$ cat config.mk
export PLATFORM = sky130hd
export DESIGN_NAME = counting_semaphore_fifo_waiters
export DESIGN_NICKNAME = d
export VERILOG_FILES = /design/src/hdl/csfw_pkg.sv /design/src/hdl/csfw_ram.sv /design/src/hdl/counting_semaphore_fifo_waiters.sv
export SDC_FILE = /design/constraint.sdc
export NUM_CORES = 1
export LEC_CHECK = 0
export ABC_AREA = 0
export BUFFER_PORTS_ARGS = -buffer_cell sky130_fd_sc_hd__buf_2
export CORE_MARGIN = 3
export CORE_UTILIZATION = 60
export DETAILED_ROUTE_END_ITERATION = 6
export PLACE_DENSITY_LB_ADDON = 0.12
export SKIP_LAST_GASP = 1
export SLEW_MARGIN = 20
export SYNTH_ARGS = -nofsm -noshare
export SYNTH_HDL_FRONTEND = slang
export SYNTH_SLANG_ARGS = --single-unit
$ cat constraint.sdc
create_clock -name clk -period 6 [get_ports clk]
set_input_delay 1.2 -clock clk [delete_from_list [all_inputs] [get_ports clk]]
set_output_delay 1.2 -clock clk [all_outputs]
set_load 0.005 [all_outputs]
$ cat src/hdl/csfw_pkg.sv
// ----------------------------------------------------------------------------
// csfw_pkg
// Shared sizes, codes and helpers of the counting semaphore with a FIFO
// wait queue.
// ----------------------------------------------------------------------------
`default_nettype none

package csfw_pkg;

	localparam int QUEUE_DEPTH = 16;
	localparam int COUNT_BITS  = 16;
	localparam int MAX_RESULTS = 16;

	localparam int ID_W    = 6;
	localparam int AMT_W   = 16;
	localparam int REG_W   = 16;
	localparam int STAT_W  = 3;
	localparam int CNT_W   = COUNT_BITS;
	localparam int PTR_W   = (QUEUE_DEPTH > 1) ? $clog2(QUEUE_DEPTH) : 1;
	localparam int OCC_W   = $clog2(QUEUE_DEPTH + 1);
	localparam int REL_W   = $clog2(MAX_RESULTS + 1);
	localparam int SUM_W   = ((CNT_W > AMT_W) ? CNT_W : AMT_W) + 1;
	localparam int LIM_W   = REG_W + CNT_W;
	localparam int ENTRY_W = ID_W + AMT_W;

	typedef enum logic [1:0] {
		FN_INIT   = 2'd0,
		FN_TAKE   = 2'd1,
		FN_GIVE   = 2'd2,
		FN_CANCEL = 2'd3
	} func_t;

	typedef enum logic [STAT_W-1:0] {
		RS_GRANTED     = 3'd0,
		RS_QUEUED      = 3'd1,
		RS_CANCELLED   = 3'd2,
		RS_FULL        = 3'd3,
		RS_NONE        = 3'd4,
		RS_NOT_WAITING = 3'd5,
		RS_INIT        = 3'd6
	} status_t;

	typedef enum logic [3:0] {
		S_IDLE,
		S_INIT,
		S_TAKE,
		S_GIVE,
		S_REL_RD,
		S_REL_CHK,
		S_REL_END,
		S_CAN_RD,
		S_CAN_CHK,
		S_SH_RD,
		S_SH_WR,
		S_EMIT
	} state_t;

	typedef struct packed {
		logic [ID_W-1:0]  id;
		logic [AMT_W-1:0] amt;
	} qent_t;

	// Limit register lowered to the largest count value when it exceeds it.
	function automatic logic [CNT_W-1:0] limit_in_force(input logic [REG_W-1:0] l);
		logic [LIM_W-1:0] lw;
		logic [LIM_W-1:0] mx;
		lw = LIM_W'(l);
		mx = LIM_W'({CNT_W{1'b1}});
		return (lw > mx) ? CNT_W'(mx) : CNT_W'(lw);
	endfunction

	// Advance a ring pointer with wrap at the queue depth.
	function automatic logic [PTR_W-1:0] ptr_next(input logic [PTR_W-1:0] p);
		return (p == PTR_W'(QUEUE_DEPTH - 1)) ? '0 : p + PTR_W'(1);
	endfunction

endpackage

`default_nettype wire

$ cat src/hdl/csfw_ram.sv
// ----------------------------------------------------------------------------
// csfw_ram
// Simple dual-port synchronous RAM, one write port, one registered read port.
// ----------------------------------------------------------------------------
`default_nettype none

module csfw_ram #(
	parameter int WIDTH = 8,
	parameter int DEPTH = 16
) (
	input  wire logic                     clk,
	input  wire logic                     we,
	input  wire logic [$clog2(DEPTH)-1:0] waddr,
	input  wire logic [WIDTH-1:0]         wdata,
	input  wire logic                     re,
	input  wire logic [$clog2(DEPTH)-1:0] raddr,
	output logic      [WIDTH-1:0]         rdata
);

	logic [WIDTH-1:0] mem [DEPTH];

	always_ff @(posedge clk) begin
		if (we) begin
			mem[waddr] <= wdata;
		end
	end

	// Read data holds until the next read.
	always_ff @(posedge clk) begin
		if (re) begin
			rdata <= mem[raddr];
		end
	end

endmodule

`default_nettype wire

$ cat src/hdl/counting_semaphore_fifo_waiters.sv
// ----------------------------------------------------------------------------
// counting_semaphore_fifo_waiters
// Counting semaphore whose blocked takers wait in a FIFO held in a RAM ring.
// ----------------------------------------------------------------------------
//
//  channel | handshake             | payload
//  --------+-----------------------+------------------------------------------
//  request | req_valid / req_stall | func, requester_id, amount
//  result  | rsp_valid / rsp_stall | waiter_id, granted, status, count_after,
//          |                       | last
//  config  | cfg_we                | cfg_idx, cfg_data (0 limit, 1 initial)
//
//  One request beat at a time: req_stall is high from acceptance until the
//  last result beat of that request is loaded into the output register.
//  Init and take decide the result and then emit it. Give adds the amount,
//  then reads and checks each waiter that it releases, plus the head whose
//  amount the count does not cover when the walk stops there. Cancel reads
//  and checks each entry up to the match, then moves each entry behind it
//  down one slot; every queue access goes through the single RAM port pair,
//  whose read data is registered.
//  Reset clears the count, the ring pointers and the occupancy; the RAM is
//  never cleared since only entries below the occupancy are read.
//  A stalled result beat holds; the walk waits on it before moving on.
//
`default_nettype none

module counting_semaphore_fifo_waiters
	import csfw_pkg::*;
(
	input  wire logic              clk,
	input  wire logic              arst_n,
	// configuration
	input  wire logic              cfg_we,
	input  wire logic              cfg_idx,
	input  wire logic [REG_W-1:0]  cfg_data,
	// request channel
	input  wire logic              req_valid,
	output logic                   req_stall,
	input  wire logic [1:0]        func,
	input  wire logic [ID_W-1:0]   requester_id,
	input  wire logic [AMT_W-1:0]  amount,
	// result channel
	output logic                   rsp_valid,
	input  wire logic              rsp_stall,
	output logic      [ID_W-1:0]   waiter_id,
	output logic      [AMT_W-1:0]  granted,
	output logic      [STAT_W-1:0] status,
	output logic      [AMT_W-1:0]  count_after,
	output logic                   last
);

	// Configuration registers.
	logic [REG_W-1:0] lim_q;
	logic [REG_W-1:0] init_q;

	// Control state.
	state_t           state_q, state_d;
	logic [CNT_W-1:0] cnt_q, cnt_d;
	logic [PTR_W-1:0] head_q, head_d;
	logic [PTR_W-1:0] tail_q, tail_d;
	logic [OCC_W-1:0] occ_q, occ_d;
	logic [REL_W-1:0] rel_q, rel_d;
	logic [OCC_W-1:0] pos_q, pos_d;
	logic [PTR_W-1:0] ptr_q, ptr_d;

	// Captured request beat.
	logic [ID_W-1:0]  id_q;
	logic [AMT_W-1:0] amt_q;

	// Release held back until we know whether it is the final one.
	logic [ID_W-1:0]  pend_id_q, pend_id_d;
	logic [AMT_W-1:0] pend_amt_q, pend_amt_d;
	logic [AMT_W-1:0] pend_cnt_q, pend_cnt_d;

	// Final result of the current request, waiting for the output register.
	logic [ID_W-1:0]  res_id_q, res_id_d;
	logic [AMT_W-1:0] res_gr_q, res_gr_d;
	status_t          res_st_q, res_st_d;
	logic [AMT_W-1:0] res_cnt_q, res_cnt_d;

	// Output register feed.
	logic             out_ld;
	logic             out_free;
	logic [ID_W-1:0]  o_id;
	logic [AMT_W-1:0] o_gr;
	status_t          o_st;
	logic [AMT_W-1:0] o_cnt;
	logic             o_last;
	logic             rsp_valid_q;
	logic [ID_W-1:0]  waiter_id_q;
	logic [AMT_W-1:0] granted_q;
	logic [STAT_W-1:0] status_q;
	logic [AMT_W-1:0] count_after_q;
	logic             last_q;

	// RAM ports.
	logic             ram_we;
	logic [PTR_W-1:0] ram_waddr;
	qent_t            ram_wdata;
	logic             ram_re;
	logic [PTR_W-1:0] ram_raddr;
	qent_t            ram_rdata;

	// Wide views for compares and the saturating add.
	logic [SUM_W-1:0] lim_w;
	logic [SUM_W-1:0] cnt_w;
	logic [SUM_W-1:0] amt_w;
	logic [SUM_W-1:0] head_amt_w;
	logic [SUM_W-1:0] sum_w;
	logic [SUM_W-1:0] init_w;
	logic             req_fire;

	assign lim_w      = SUM_W'(limit_in_force(lim_q));
	assign cnt_w      = SUM_W'(cnt_q);
	assign amt_w      = SUM_W'(amt_q);
	assign head_amt_w = SUM_W'(ram_rdata.amt);
	assign sum_w      = cnt_w + amt_w;
	assign init_w     = SUM_W'(init_q);

	assign req_stall = (state_q != S_IDLE);
	assign req_fire  = req_valid && !req_stall;
	assign out_free  = !rsp_valid_q || !rsp_stall;

	csfw_ram #(
		.WIDTH(ENTRY_W),
		.DEPTH(QUEUE_DEPTH)
	) u_ram (
		.clk  (clk),
		.we   (ram_we),
		.waddr(ram_waddr),
		.wdata(ram_wdata),
		.re   (ram_re),
		.raddr(ram_raddr),
		.rdata(ram_rdata)
	);

	// Configuration writes; index 0 sets the limit, index 1 the initial count.
	always_ff @(posedge clk or negedge arst_n) begin
		if (!arst_n) begin
			lim_q  <= REG_W'(1);
			init_q <= '0;
		end else if (cfg_we) begin
			if (cfg_idx == 1'b0) begin
				lim_q <= cfg_data;
			end else begin
				init_q <= cfg_data;
			end
		end
	end

	// Capture the request beat.
	always_ff @(posedge clk) begin
		if (req_fire) begin
			id_q  <= requester_id;
			amt_q <= amount;
		end
	end

	always_ff @(posedge clk or negedge arst_n) begin
		if (!arst_n) begin
			state_q <= S_IDLE;
			cnt_q   <= '0;
			head_q  <= '0;
			tail_q  <= '0;
			occ_q   <= '0;
			rel_q   <= '0;
			pos_q   <= '0;
			ptr_q   <= '0;
		end else begin
			state_q <= state_d;
			cnt_q   <= cnt_d;
			head_q  <= head_d;
			tail_q  <= tail_d;
			occ_q   <= occ_d;
			rel_q   <= rel_d;
			pos_q   <= pos_d;
			ptr_q   <= ptr_d;
		end
	end

	always_ff @(posedge clk) begin
		pend_id_q  <= pend_id_d;
		pend_amt_q <= pend_amt_d;
		pend_cnt_q <= pend_cnt_d;
		res_id_q   <= res_id_d;
		res_gr_q   <= res_gr_d;
		res_st_q   <= res_st_d;
		res_cnt_q  <= res_cnt_d;
	end

	always_comb begin
		state_d    = state_q;
		cnt_d      = cnt_q;
		head_d     = head_q;
		tail_d     = tail_q;
		occ_d      = occ_q;
		rel_d      = rel_q;
		pos_d      = pos_q;
		ptr_d      = ptr_q;
		pend_id_d  = pend_id_q;
		pend_amt_d = pend_amt_q;
		pend_cnt_d = pend_cnt_q;
		res_id_d   = res_id_q;
		res_gr_d   = res_gr_q;
		res_st_d   = res_st_q;
		res_cnt_d  = res_cnt_q;
		ram_we     = 1'b0;
		ram_waddr  = tail_q;
		ram_wdata  = '{id: id_q, amt: amt_q};
		ram_re     = 1'b0;
		ram_raddr  = head_q;
		out_ld     = 1'b0;
		o_id       = res_id_q;
		o_gr       = res_gr_q;
		o_st       = res_st_q;
		o_cnt      = res_cnt_q;
		o_last     = 1'b1;

		unique case (state_q)
			S_IDLE: begin
				if (req_valid) begin
					pos_d = '0;
					ptr_d = head_q;
					unique case (func_t'(func))
						FN_INIT:   state_d = S_INIT;
						FN_TAKE:   state_d = S_TAKE;
						FN_GIVE:   state_d = S_GIVE;
						FN_CANCEL: state_d = S_CAN_RD;
						default:   state_d = S_IDLE;
					endcase
				end
			end

			// Load the clamped initial count and drop every waiter.
			S_INIT: begin
				cnt_d     = (init_w > lim_w) ? CNT_W'(lim_w) : CNT_W'(init_w);
				occ_d     = '0;
				head_d    = '0;
				tail_d    = '0;
				res_id_d  = '0;
				res_gr_d  = '0;
				res_st_d  = RS_INIT;
				res_cnt_d = AMT_W'(cnt_d);
				state_d   = S_EMIT;
			end

			// Grant at once, else append at the tail, else reject.
			S_TAKE: begin
				res_id_d = id_q;
				res_gr_d = '0;
				if (cnt_w >= amt_w) begin
					cnt_d    = CNT_W'(cnt_w - amt_w);
					res_gr_d = amt_q;
					res_st_d = RS_GRANTED;
				end else if (occ_q < OCC_W'(QUEUE_DEPTH)) begin
					ram_we   = 1'b1;
					tail_d   = ptr_next(tail_q);
					occ_d    = occ_q + OCC_W'(1);
					res_st_d = RS_QUEUED;
				end else begin
					res_st_d = RS_FULL;
				end
				res_cnt_d = AMT_W'(cnt_d);
				state_d   = S_EMIT;
			end

			// Saturating add, then walk the head of the queue.
			S_GIVE: begin
				cnt_d   = (sum_w > lim_w) ? CNT_W'(lim_w) : CNT_W'(sum_w);
				rel_d   = '0;
				state_d = S_REL_RD;
			end

			S_REL_RD: begin
				if (occ_q == '0 || rel_q == REL_W'(MAX_RESULTS)) begin
					state_d = S_REL_END;
				end else begin
					ram_re    = 1'b1;
					ram_raddr = head_q;
					state_d   = S_REL_CHK;
				end
			end

			// Head entry is on the read port. A covered head becomes the new
			// held release; the previous held release goes out with last low.
			S_REL_CHK: begin
				if (cnt_w >= head_amt_w) begin
					if (rel_q == '0 || out_free) begin
						if (rel_q != '0) begin
							out_ld = 1'b1;
							o_id   = pend_id_q;
							o_gr   = pend_amt_q;
							o_st   = RS_GRANTED;
							o_cnt  = pend_cnt_q;
							o_last = 1'b0;
						end
						cnt_d      = CNT_W'(cnt_w - head_amt_w);
						pend_id_d  = ram_rdata.id;
						pend_amt_d = ram_rdata.amt;
						pend_cnt_d = AMT_W'(cnt_d);
						head_d     = ptr_next(head_q);
						occ_d      = occ_q - OCC_W'(1);
						rel_d      = rel_q + REL_W'(1);
						state_d    = S_REL_RD;
					end
				end else begin
					state_d = S_REL_END;
				end
			end

			// Close the walk: the held release is final, or nothing went.
			S_REL_END: begin
				if (rel_q != '0) begin
					res_id_d  = pend_id_q;
					res_gr_d  = pend_amt_q;
					res_st_d  = RS_GRANTED;
					res_cnt_d = pend_cnt_q;
				end else begin
					res_id_d  = id_q;
					res_gr_d  = '0;
					res_st_d  = RS_NONE;
					res_cnt_d = AMT_W'(cnt_q);
				end
				state_d = S_EMIT;
			end

			// Scan from the head for the first matching id.
			S_CAN_RD: begin
				if (pos_q == occ_q) begin
					res_id_d  = id_q;
					res_gr_d  = '0;
					res_st_d  = RS_NOT_WAITING;
					res_cnt_d = AMT_W'(cnt_q);
					state_d   = S_EMIT;
				end else begin
					ram_re    = 1'b1;
					ram_raddr = ptr_q;
					state_d   = S_CAN_CHK;
				end
			end

			S_CAN_CHK: begin
				if (ram_rdata.id == id_q) begin
					state_d = S_SH_RD;
				end else begin
					pos_d   = pos_q + OCC_W'(1);
					ptr_d   = ptr_next(ptr_q);
					state_d = S_CAN_RD;
				end
			end

			// Close the gap: move each later entry down one slot. Reads and
			// writes alternate on different slots, so no forwarding is needed.
			S_SH_RD: begin
				if (ptr_next(ptr_q) == tail_q) begin
					tail_d    = ptr_q;
					occ_d     = occ_q - OCC_W'(1);
					res_id_d  = id_q;
					res_gr_d  = '0;
					res_st_d  = RS_CANCELLED;
					res_cnt_d = AMT_W'(cnt_q);
					state_d   = S_EMIT;
				end else begin
					ram_re    = 1'b1;
					ram_raddr = ptr_next(ptr_q);
					state_d   = S_SH_WR;
				end
			end

			S_SH_WR: begin
				ram_we    = 1'b1;
				ram_waddr = ptr_q;
				ram_wdata = ram_rdata;
				ptr_d     = ptr_next(ptr_q);
				state_d   = S_SH_RD;
			end

			// Hand the final result beat to the output register.
			S_EMIT: begin
				if (out_free) begin
					out_ld  = 1'b1;
					state_d = S_IDLE;
				end
			end

			default: state_d = S_IDLE;
		endcase
	end

	// Output register: load on a new beat, drop valid once taken.
	always_ff @(posedge clk or negedge arst_n) begin
		if (!arst_n) begin
			rsp_valid_q <= 1'b0;
		end else if (out_ld) begin
			rsp_valid_q <= 1'b1;
		end else if (!rsp_stall) begin
			rsp_valid_q <= 1'b0;
		end
	end

	always_ff @(posedge clk) begin
		if (out_ld) begin
			waiter_id_q   <= o_id;
			granted_q     <= o_gr;
			status_q      <= o_st;
			count_after_q <= o_cnt;
			last_q        <= o_last;
		end
	end

	assign rsp_valid   = rsp_valid_q;
	assign waiter_id   = waiter_id_q;
	assign granted     = granted_q;
	assign status      = status_q;
	assign count_after = count_after_q;
	assign last        = last_q;

endmodule

`default_nettype wire

# Yosys cells after proc, flatten, opt, wreduce, memory -nomap -nowiden
# Memories as Yosys holds them, arrays and structs flattened. A register that Yosys moved wholly into a read port is not among the register bits.
# Index checks and enable logic that the tools add are counted.
dict set report word_totals {
  output_inout_bits 44
  in_bits 46
  mem_count 1
  ram_bits 352
  ff_bits 223
}
dict set report op_classes {
  eq_ne 32
  n_mux 98
  n_lt_le_gt_ge 5
  reduce_logical 34
  n_addsub 10
  n_bitwise 1
}
# name depth width read_ports rd_clocked_by_memory_dff wr line_no
set mem_list {}
lappend mem_list {u_ram.mem 16 22 1 1 1 csfw_ram.sv:20} ;# logic [WIDTH-1:0] mem [DEPTH];
# op count
set op_table {}
lappend op_table {{16-bit 2-to-1 mux} 20}
lappend op_table {{16-bit case mux with 5 select lines} 2}
lappend op_table {{4-bit 2-to-1 mux} 18}
lappend op_table {{16-bit case mux with 4 select lines} 1}
lappend op_table {{5-bit 2-to-1 mux} 9}
lappend op_table {{6-bit 2-to-1 mux} 7}
lappend op_table {{4-bit case mux with 10 select lines} 1}
lappend op_table {{16-bit >= comparator} 2}
lappend op_table {{16-bit subtractor} 2}
lappend op_table {{6-bit case mux with 5 select lines} 1}
lappend op_table {{4-bit equality test, second input constant} 7}
lappend op_table {{4-bit case mux with 3 select lines} 2}
lappend op_table {{3-bit AND reduction} 8}
lappend op_table {{22-bit 2-to-1 mux} 1}
lappend op_table {{3-bit 2-to-1 mux} 7}
lappend op_table {{5-bit case mux with 2 select lines} 2}
lappend op_table {{5-bit case mux with 4 select lines} 1}
lappend op_table {{2-bit inequality test, second input constant} 9}
lappend op_table {{16-bit by 16-bit adder with 17-bit output} 1}
lappend op_table {{17-bit by 16-bit greater-than comparator with 1-bit output} 1}
lappend op_table {{4-bit by 3-bit equality test with 1-bit output, second input constant} 4}
lappend op_table {{16-bit greater-than comparator} 1}
lappend op_table {{4-bit case mux with 2 select lines} 2}
lappend op_table {{4-bit case mux with 4 select lines} 1}
lappend op_table {{34 further kinds} 70}

# Logic depth before layout (Yosys ltp)
dict set report logic_depth {
  depth_word 7
  mapped_depth 20
  ltp_nobuf 19
}

# By module
# From an unflattened synthesis, not the netlist that was laid out.
dict set report hier_totals {
  cells_unflattened 1957
  hier_area_um2 28247.1
}
# mod instances area_each_um2 cells_per_inst seq_area_each_um2
set modules_own_cells {}
lappend modules_own_cells {counting_semaphore_fifo_waiters 1 14204.9 1374 6297.3}
lappend modules_own_cells {csfw_ram 1 14042.2 583 11230.8}

# Worst setup path before layout
# Ideal clock, no wire load.
dict set report synth_timing {
  path_type {register -> register}
  start {reg ptr_q[1]}
  end {reg res_cnt_q[0], enable pin}
  arrival_time_ns 4.259
  t_required_ns 5.510
  slack_ns 1.251
  path_stages_with_launch 7
  synth_period_minus_slack_ns 4.749
  path_cell_list {dfrtp_1 -> buf_2 -> and4b_1 -> a311oi_4 -> xor2_2 -> a21oi_2 -> nor3_1}
}
dict set report synth_via {
  elab_chain_cells 5
}
# element line_no
set synth_rtl {}
lappend synth_rtl {{start: declaration} counting_semaphore_fifo_waiters.sv:64} ;# logic [PTR_W-1:0] ptr_q, ptr_d;
lappend synth_rtl {{start signal: assignment} counting_semaphore_fifo_waiters.sv:177} ;# ptr_q <= ptr_d;
lappend synth_rtl {{4-bit by 1-bit adder with 4-bit output or 4-bit equality test (tied branches)} csfw_pkg.sv:74} ;# return (p == PTR_W'(QUEUE_DEPTH - 1)) ? '0 : p + PTR_W'(1);
lappend synth_rtl {{4-bit 2-to-1 mux *} csfw_pkg.sv:74}
lappend synth_rtl {{4-bit equality test *} counting_semaphore_fifo_waiters.sv:355} ;# if (ptr_next(ptr_q) == tail_q) begin
lappend synth_rtl {{2-bit inequality test (no source line) *} -}
lappend synth_rtl {{3-bit AND reduction (no source line) *} -}
lappend synth_rtl {{end signal: assignment} counting_semaphore_fifo_waiters.sv:188} ;# res_cnt_q <= res_cnt_d;
lappend synth_rtl {{end: declaration} counting_semaphore_fifo_waiters.sv:79} ;# logic [AMT_W-1:0] res_cnt_q, res_cnt_d;
# Every way passes the cells marked *; elsewhere a longest branch is shown, timed or not.
# A chain may end at the register's enable or synchronous reset.

# Worst setup path after layout
dict set report layout_timing {
  start {reg cnt_q[1]}
  end {reg cnt_q[2]}
}
dict set report layout_via {
  elab_chain_cells 4
}
# element line_no
set layout_rtl {}
lappend layout_rtl {{start: declaration} counting_semaphore_fifo_waiters.sv:58} ;# logic [CNT_W-1:0] cnt_q, cnt_d;
lappend layout_rtl {{start signal: assignment} counting_semaphore_fifo_waiters.sv:171} ;# cnt_q <= cnt_d;
lappend layout_rtl {{16-bit by 16-bit adder with 17-bit output or 16-bit subtractor (tied branches)} {counting_semaphore_fifo_waiters.sv:117, counting_semaphore_fifo_waiters.sv:297}}
lappend layout_rtl {{17-bit by 16-bit greater-than comparator with 1-bit output or 16-bit 2-to-1 mux (tied branches)} {counting_semaphore_fifo_waiters.sv:269, counting_semaphore_fifo_waiters.sv:288}}
lappend layout_rtl {{16-bit 2-to-1 mux (on tied branches)} {counting_semaphore_fifo_waiters.sv:269, counting_semaphore_fifo_waiters.sv:287}}
lappend layout_rtl {{16-bit case mux with 4 select lines} counting_semaphore_fifo_waiters.sv:219} ;# unique case (state_q)
# Several ways; a longest one is shown, not always the timed one. The select of a mux whose other input is x is not followed.

==> flow_metrics.tcl <==
set metrics [dict create \
    status "finished, final reports clean" \
    hp-class "in -> async" \
    grt_pass1_wl_mm 110.5 \
    fin_ws_ns 0.4450 \
    slew_violations 0 \
    cts-hold-fix-buffers 0 \
    drv_cap 0 \
    startpoint_type "flip-flop" \
    timing.setup.tns_ns 0 \
    crit_type "reg -> reg" \
    viasPerCell 6.438 \
    drive_gt1_share_pct 16.67 \
    crit_fanout 23 \
    portBuffers 89 \
    cp_cell_sequence "inv_1 > fa_1 > nor2_1 > o311a_1 > o41ai_1 > a2111oi_0 > nor3_1 > or3b_2 > ha_1 > nand4_1 > nor4_1 > nand3_1 > o31ai_1 > a21oi_1 > a21oi_2 > buf_4 > mux2_2 > nand2_1 > a221oi_1" \
    ys_seq_area_share_pct 62.04 \
    tightest_slew_ns 1.150 \
    synth-edff-count 517 \
    cts_root_buf "clkbuf_16" \
    routedWlPerCell_um 25.41 \
    peakVddDrop_mv 0.4918 \
    cts_tree "done" \
    slew_headroom_pct 22.75 \
    synth_warnings 0 \
    insertion_delay_ns 0.62 \
    cts-resized-gates 0 \
    powerDensity_mw_per_mm2 527.2 \
    nFillCells 3225 \
    nNetsFinal 2392 \
    die_area_sq_mm 0.04973 \
    initial_core_util_pct 61.46 \
    worst-endpoint-required_ns 6.49 \
    clock.fmax_mhz 180.0 \
    synth_area_sq_mm 0.02825 \
    wirelength_mm 73.66 \
    ios 90 \
    finalCritPeriodShare_pct 92.58 \
    finalHoldViolCount 0 \
    grt-ovfl-total 0 \
    arrival_ns 6.05 \
    cts_num_sinks 597 \
    htreeDepth 2 \
    ant_nets 0 \
    num_vias 18660 \
    ys.flop_type "edfxtp_1" \
    synth-seq-cells 597 \
    std_cell_rows 78 \
    clkSlewWorstSetupHoldPaths_ns 0.06 \
    rsz0062_at_grt "false" \
    die_w_um 223.0 \
    critPathSlowestCell "a2111oi_0" \
    max_stage_delay_ns 0.98 \
    avgSynthCellArea_sq_um 13.13 \
    area_delta_synth_final_pct 11.05 \
    postCtsSetupRepairBufs 0 \
    skew_ns 0.02057 \
    async_reset_ff_share_pct 13.40 \
    cts_buffer_depth 3 \
    period_needed_ns 5.555 \
    drtIter0Drc 2147 \
    leakage_uw 0.01180 \
    synth.distinct_cells 80 \
    antenna_found_initial 3 \
    drc 0 \
    syn-num-nets 2290 \
    fp.dieH_um 223.0 \
    grt_max_degree 75 \
    pre_cts_ws_ns 0.4678 \
    drt_pass1_iterations 6 \
    syn_inst 2151 \
    grt_pass1_vias 18180 \
    hpwl_mm 50.10 \
    gp_congestion 0.9382 \
    numCtsBuffers 58 \
    end_kind "flip-flop" \
    coreArea_sq_mm 0.04597 \
    grt_usage_pct 29.29 \
    setup_viol 0 \
]
final timing paths:
kind                                     startpoint                 endpoint  slack (ns)  depth (start not counted)
max in group asynchronous                    arst_n     cnt_q[7]$_DFFE_PN0P_        4.44                          2
max reg2reg                    cnt_q[1]$_DFFE_PN0P_     cnt_q[2]$_DFFE_PN0P_        0.44                         19
min reg2reg                u_ram.rdata[6]$_DFFE_PP_  pend_amt_q[6]$_DFFE_PP_        0.50                          0
min                                          arst_n     occ_q[4]$_DFFE_PN0P_        0.45                          1
max                            cnt_q[1]$_DFFE_PN0P_     cnt_q[2]$_DFFE_PN0P_        0.44                         19
min in group clk           u_ram.rdata[6]$_DFFE_PP_  pend_amt_q[6]$_DFFE_PP_        0.50                          0
critical path, delay by kind of cell (launching register included):
family | cells | cell delay [ns]
flip-flops | 1 | 0.54
AND/OR/NAND/NOR | 7 | 1.41
multiplexers | 1 | 0.21
AO/OA/AOI/OAI | 7 | 1.99
buffers and inverters | 2 | 0.48
adder cells (fa/ha/maj) | 2 | 0.80
synthesized netlist by cell type (all sizes together) (13+ instances only):
| master | instances | area share, % |
|---|---|---|
| nand2b | 30 | 0.66 |
| dfrtp | 79 | 7.0 |
| clkbuf | 51 | 0.68 |
| mux2i | 138 | 4.9 |
| a221oi | 43 | 1.8 |
| o31ai | 13 | 0.35 |
| nor2 | 111 | 1.5 |
| a211oi | 19 | 0.52 |
| nor2b | 22 | 0.49 |
| nand3 | 19 | 0.34 |
| edfxtp | 517 | 55 |
| nand4 | 13 | 0.29 |
| xnor2 | 42 | 1.3 |
| nor3 | 30 | 0.55 |
| mux2 | 78 | 3.1 |
| a21oi | 74 | 1.4 |
| a32o | 23 | 0.81 |
| a31oi | 23 | 0.51 |
| nand2 | 244 | 3.3 |
| o211ai | 16 | 0.43 |
| buf | 57 | 1.2 |
| xor2 | 20 | 0.65 |
| o21ai | 86 | 1.6 |
| a22o | 26 | 0.81 |
| inv | 92 | 1.2 |
| ha | 89 | 3.9 |
| a32oi | 47 | 1.5 |
| and3 | 28 | 0.62 |
final cells by class:
type	count	area [sq um]	share of cell area (%)
sequential	597	17530	55.87
tap	600	750.7	2.393
timing repair buffer	150	950.9	3.031
inverter	92	345.3	1.101
antenna	1	2.502	0.007976
multi-input combinational	1354	10000	31.87
clock inverter	26	246.5	0.7856
clock buffer	79	1550	4.941
where the power goes:
group | switching, uW | internal, uW
clock network | 1520 | 1940
registers | 562 | 5570
logic | 4360 | 2590
total | 6440 | 10100
kinds of logic (layout without fill, tap and decap cells):
kind of cell | after synthesis | after routing | synth area share [%]
buf+inv | 200 | 347 | 3.087
mux | 216 | 216 | 8.011
xor+xnor | 62 | 62 | 1.949
other cells | 0 | 1 | 0
flops | 597 | 597 | 62.04
compound gates | 454 | 454 | 12.19
simple gates | 529 | 529 | 8.499
fa+ha+maj | 93 | 93 | 4.225
metrics by stage:
step	std cells	hold slack (ns)	power [uW]	util [%]	area [sq um]
2_1_floorplan	2151	0.4498	10920	-	28250
3_3_place_gp	2792	0.4889	12900	64.26	29540
3_5_place_dp	2792	0.4868	13030	64.26	29540
4_1_cts	2897	0.4361	16490	68.16	31330
5_1_grt	2899	0.4531	17420	68.26	31380
6_report	2899	0.4534	16540	68.26	31380
flip-flops by register name, summed over array words and instances, names as in the netlist, 4 cells and up:
register,cells
u_ram.rdata,22
head_q,4
pend_amt_q,16
init_q,16
res_id_q,6
occ_q,5
granted,16
pos_q,5
tail_q,4
res_gr_q,16
waiter_id,6
id_q,6
rel_q,5
state_q,4
count_after,16
pend_cnt_q,16
ptr_q,4
amt_q,16
lim_q,16
res_cnt_q,16
cnt_q,16
pend_id_q,6
u_ram.mem,352
metal layers:
metal	wire length, um	up-vias	track usage [%]
li1	-	8394	-
met2	34280	826	46.10
met3	5679	167	5.132
met5	13	-	0
met4	2698	2	10.60
met1	30990	9274	41.49
cells in the final DEF (no fill, tap or decap), types with 47 or more instances in the layout:
| cell | n |
|---|---|
| clkbuf_16 | 58 |
| a21oi_1 | 69 |
| o21ai_0 | 81 |
| inv_1 | 92 |
| buf_4 | 59 |
| mux2i_1 | 138 |
| edfxtp_1 | 517 |
| nor2_1 | 95 |
| buf_2 | 88 |
| dfrtp_1 | 79 |
| nand2_1 | 242 |
| ha_1 | 89 |
| mux2_2 | 77 |
| a32oi_1 | 47 |
Power figures use the tool's default switching activity.
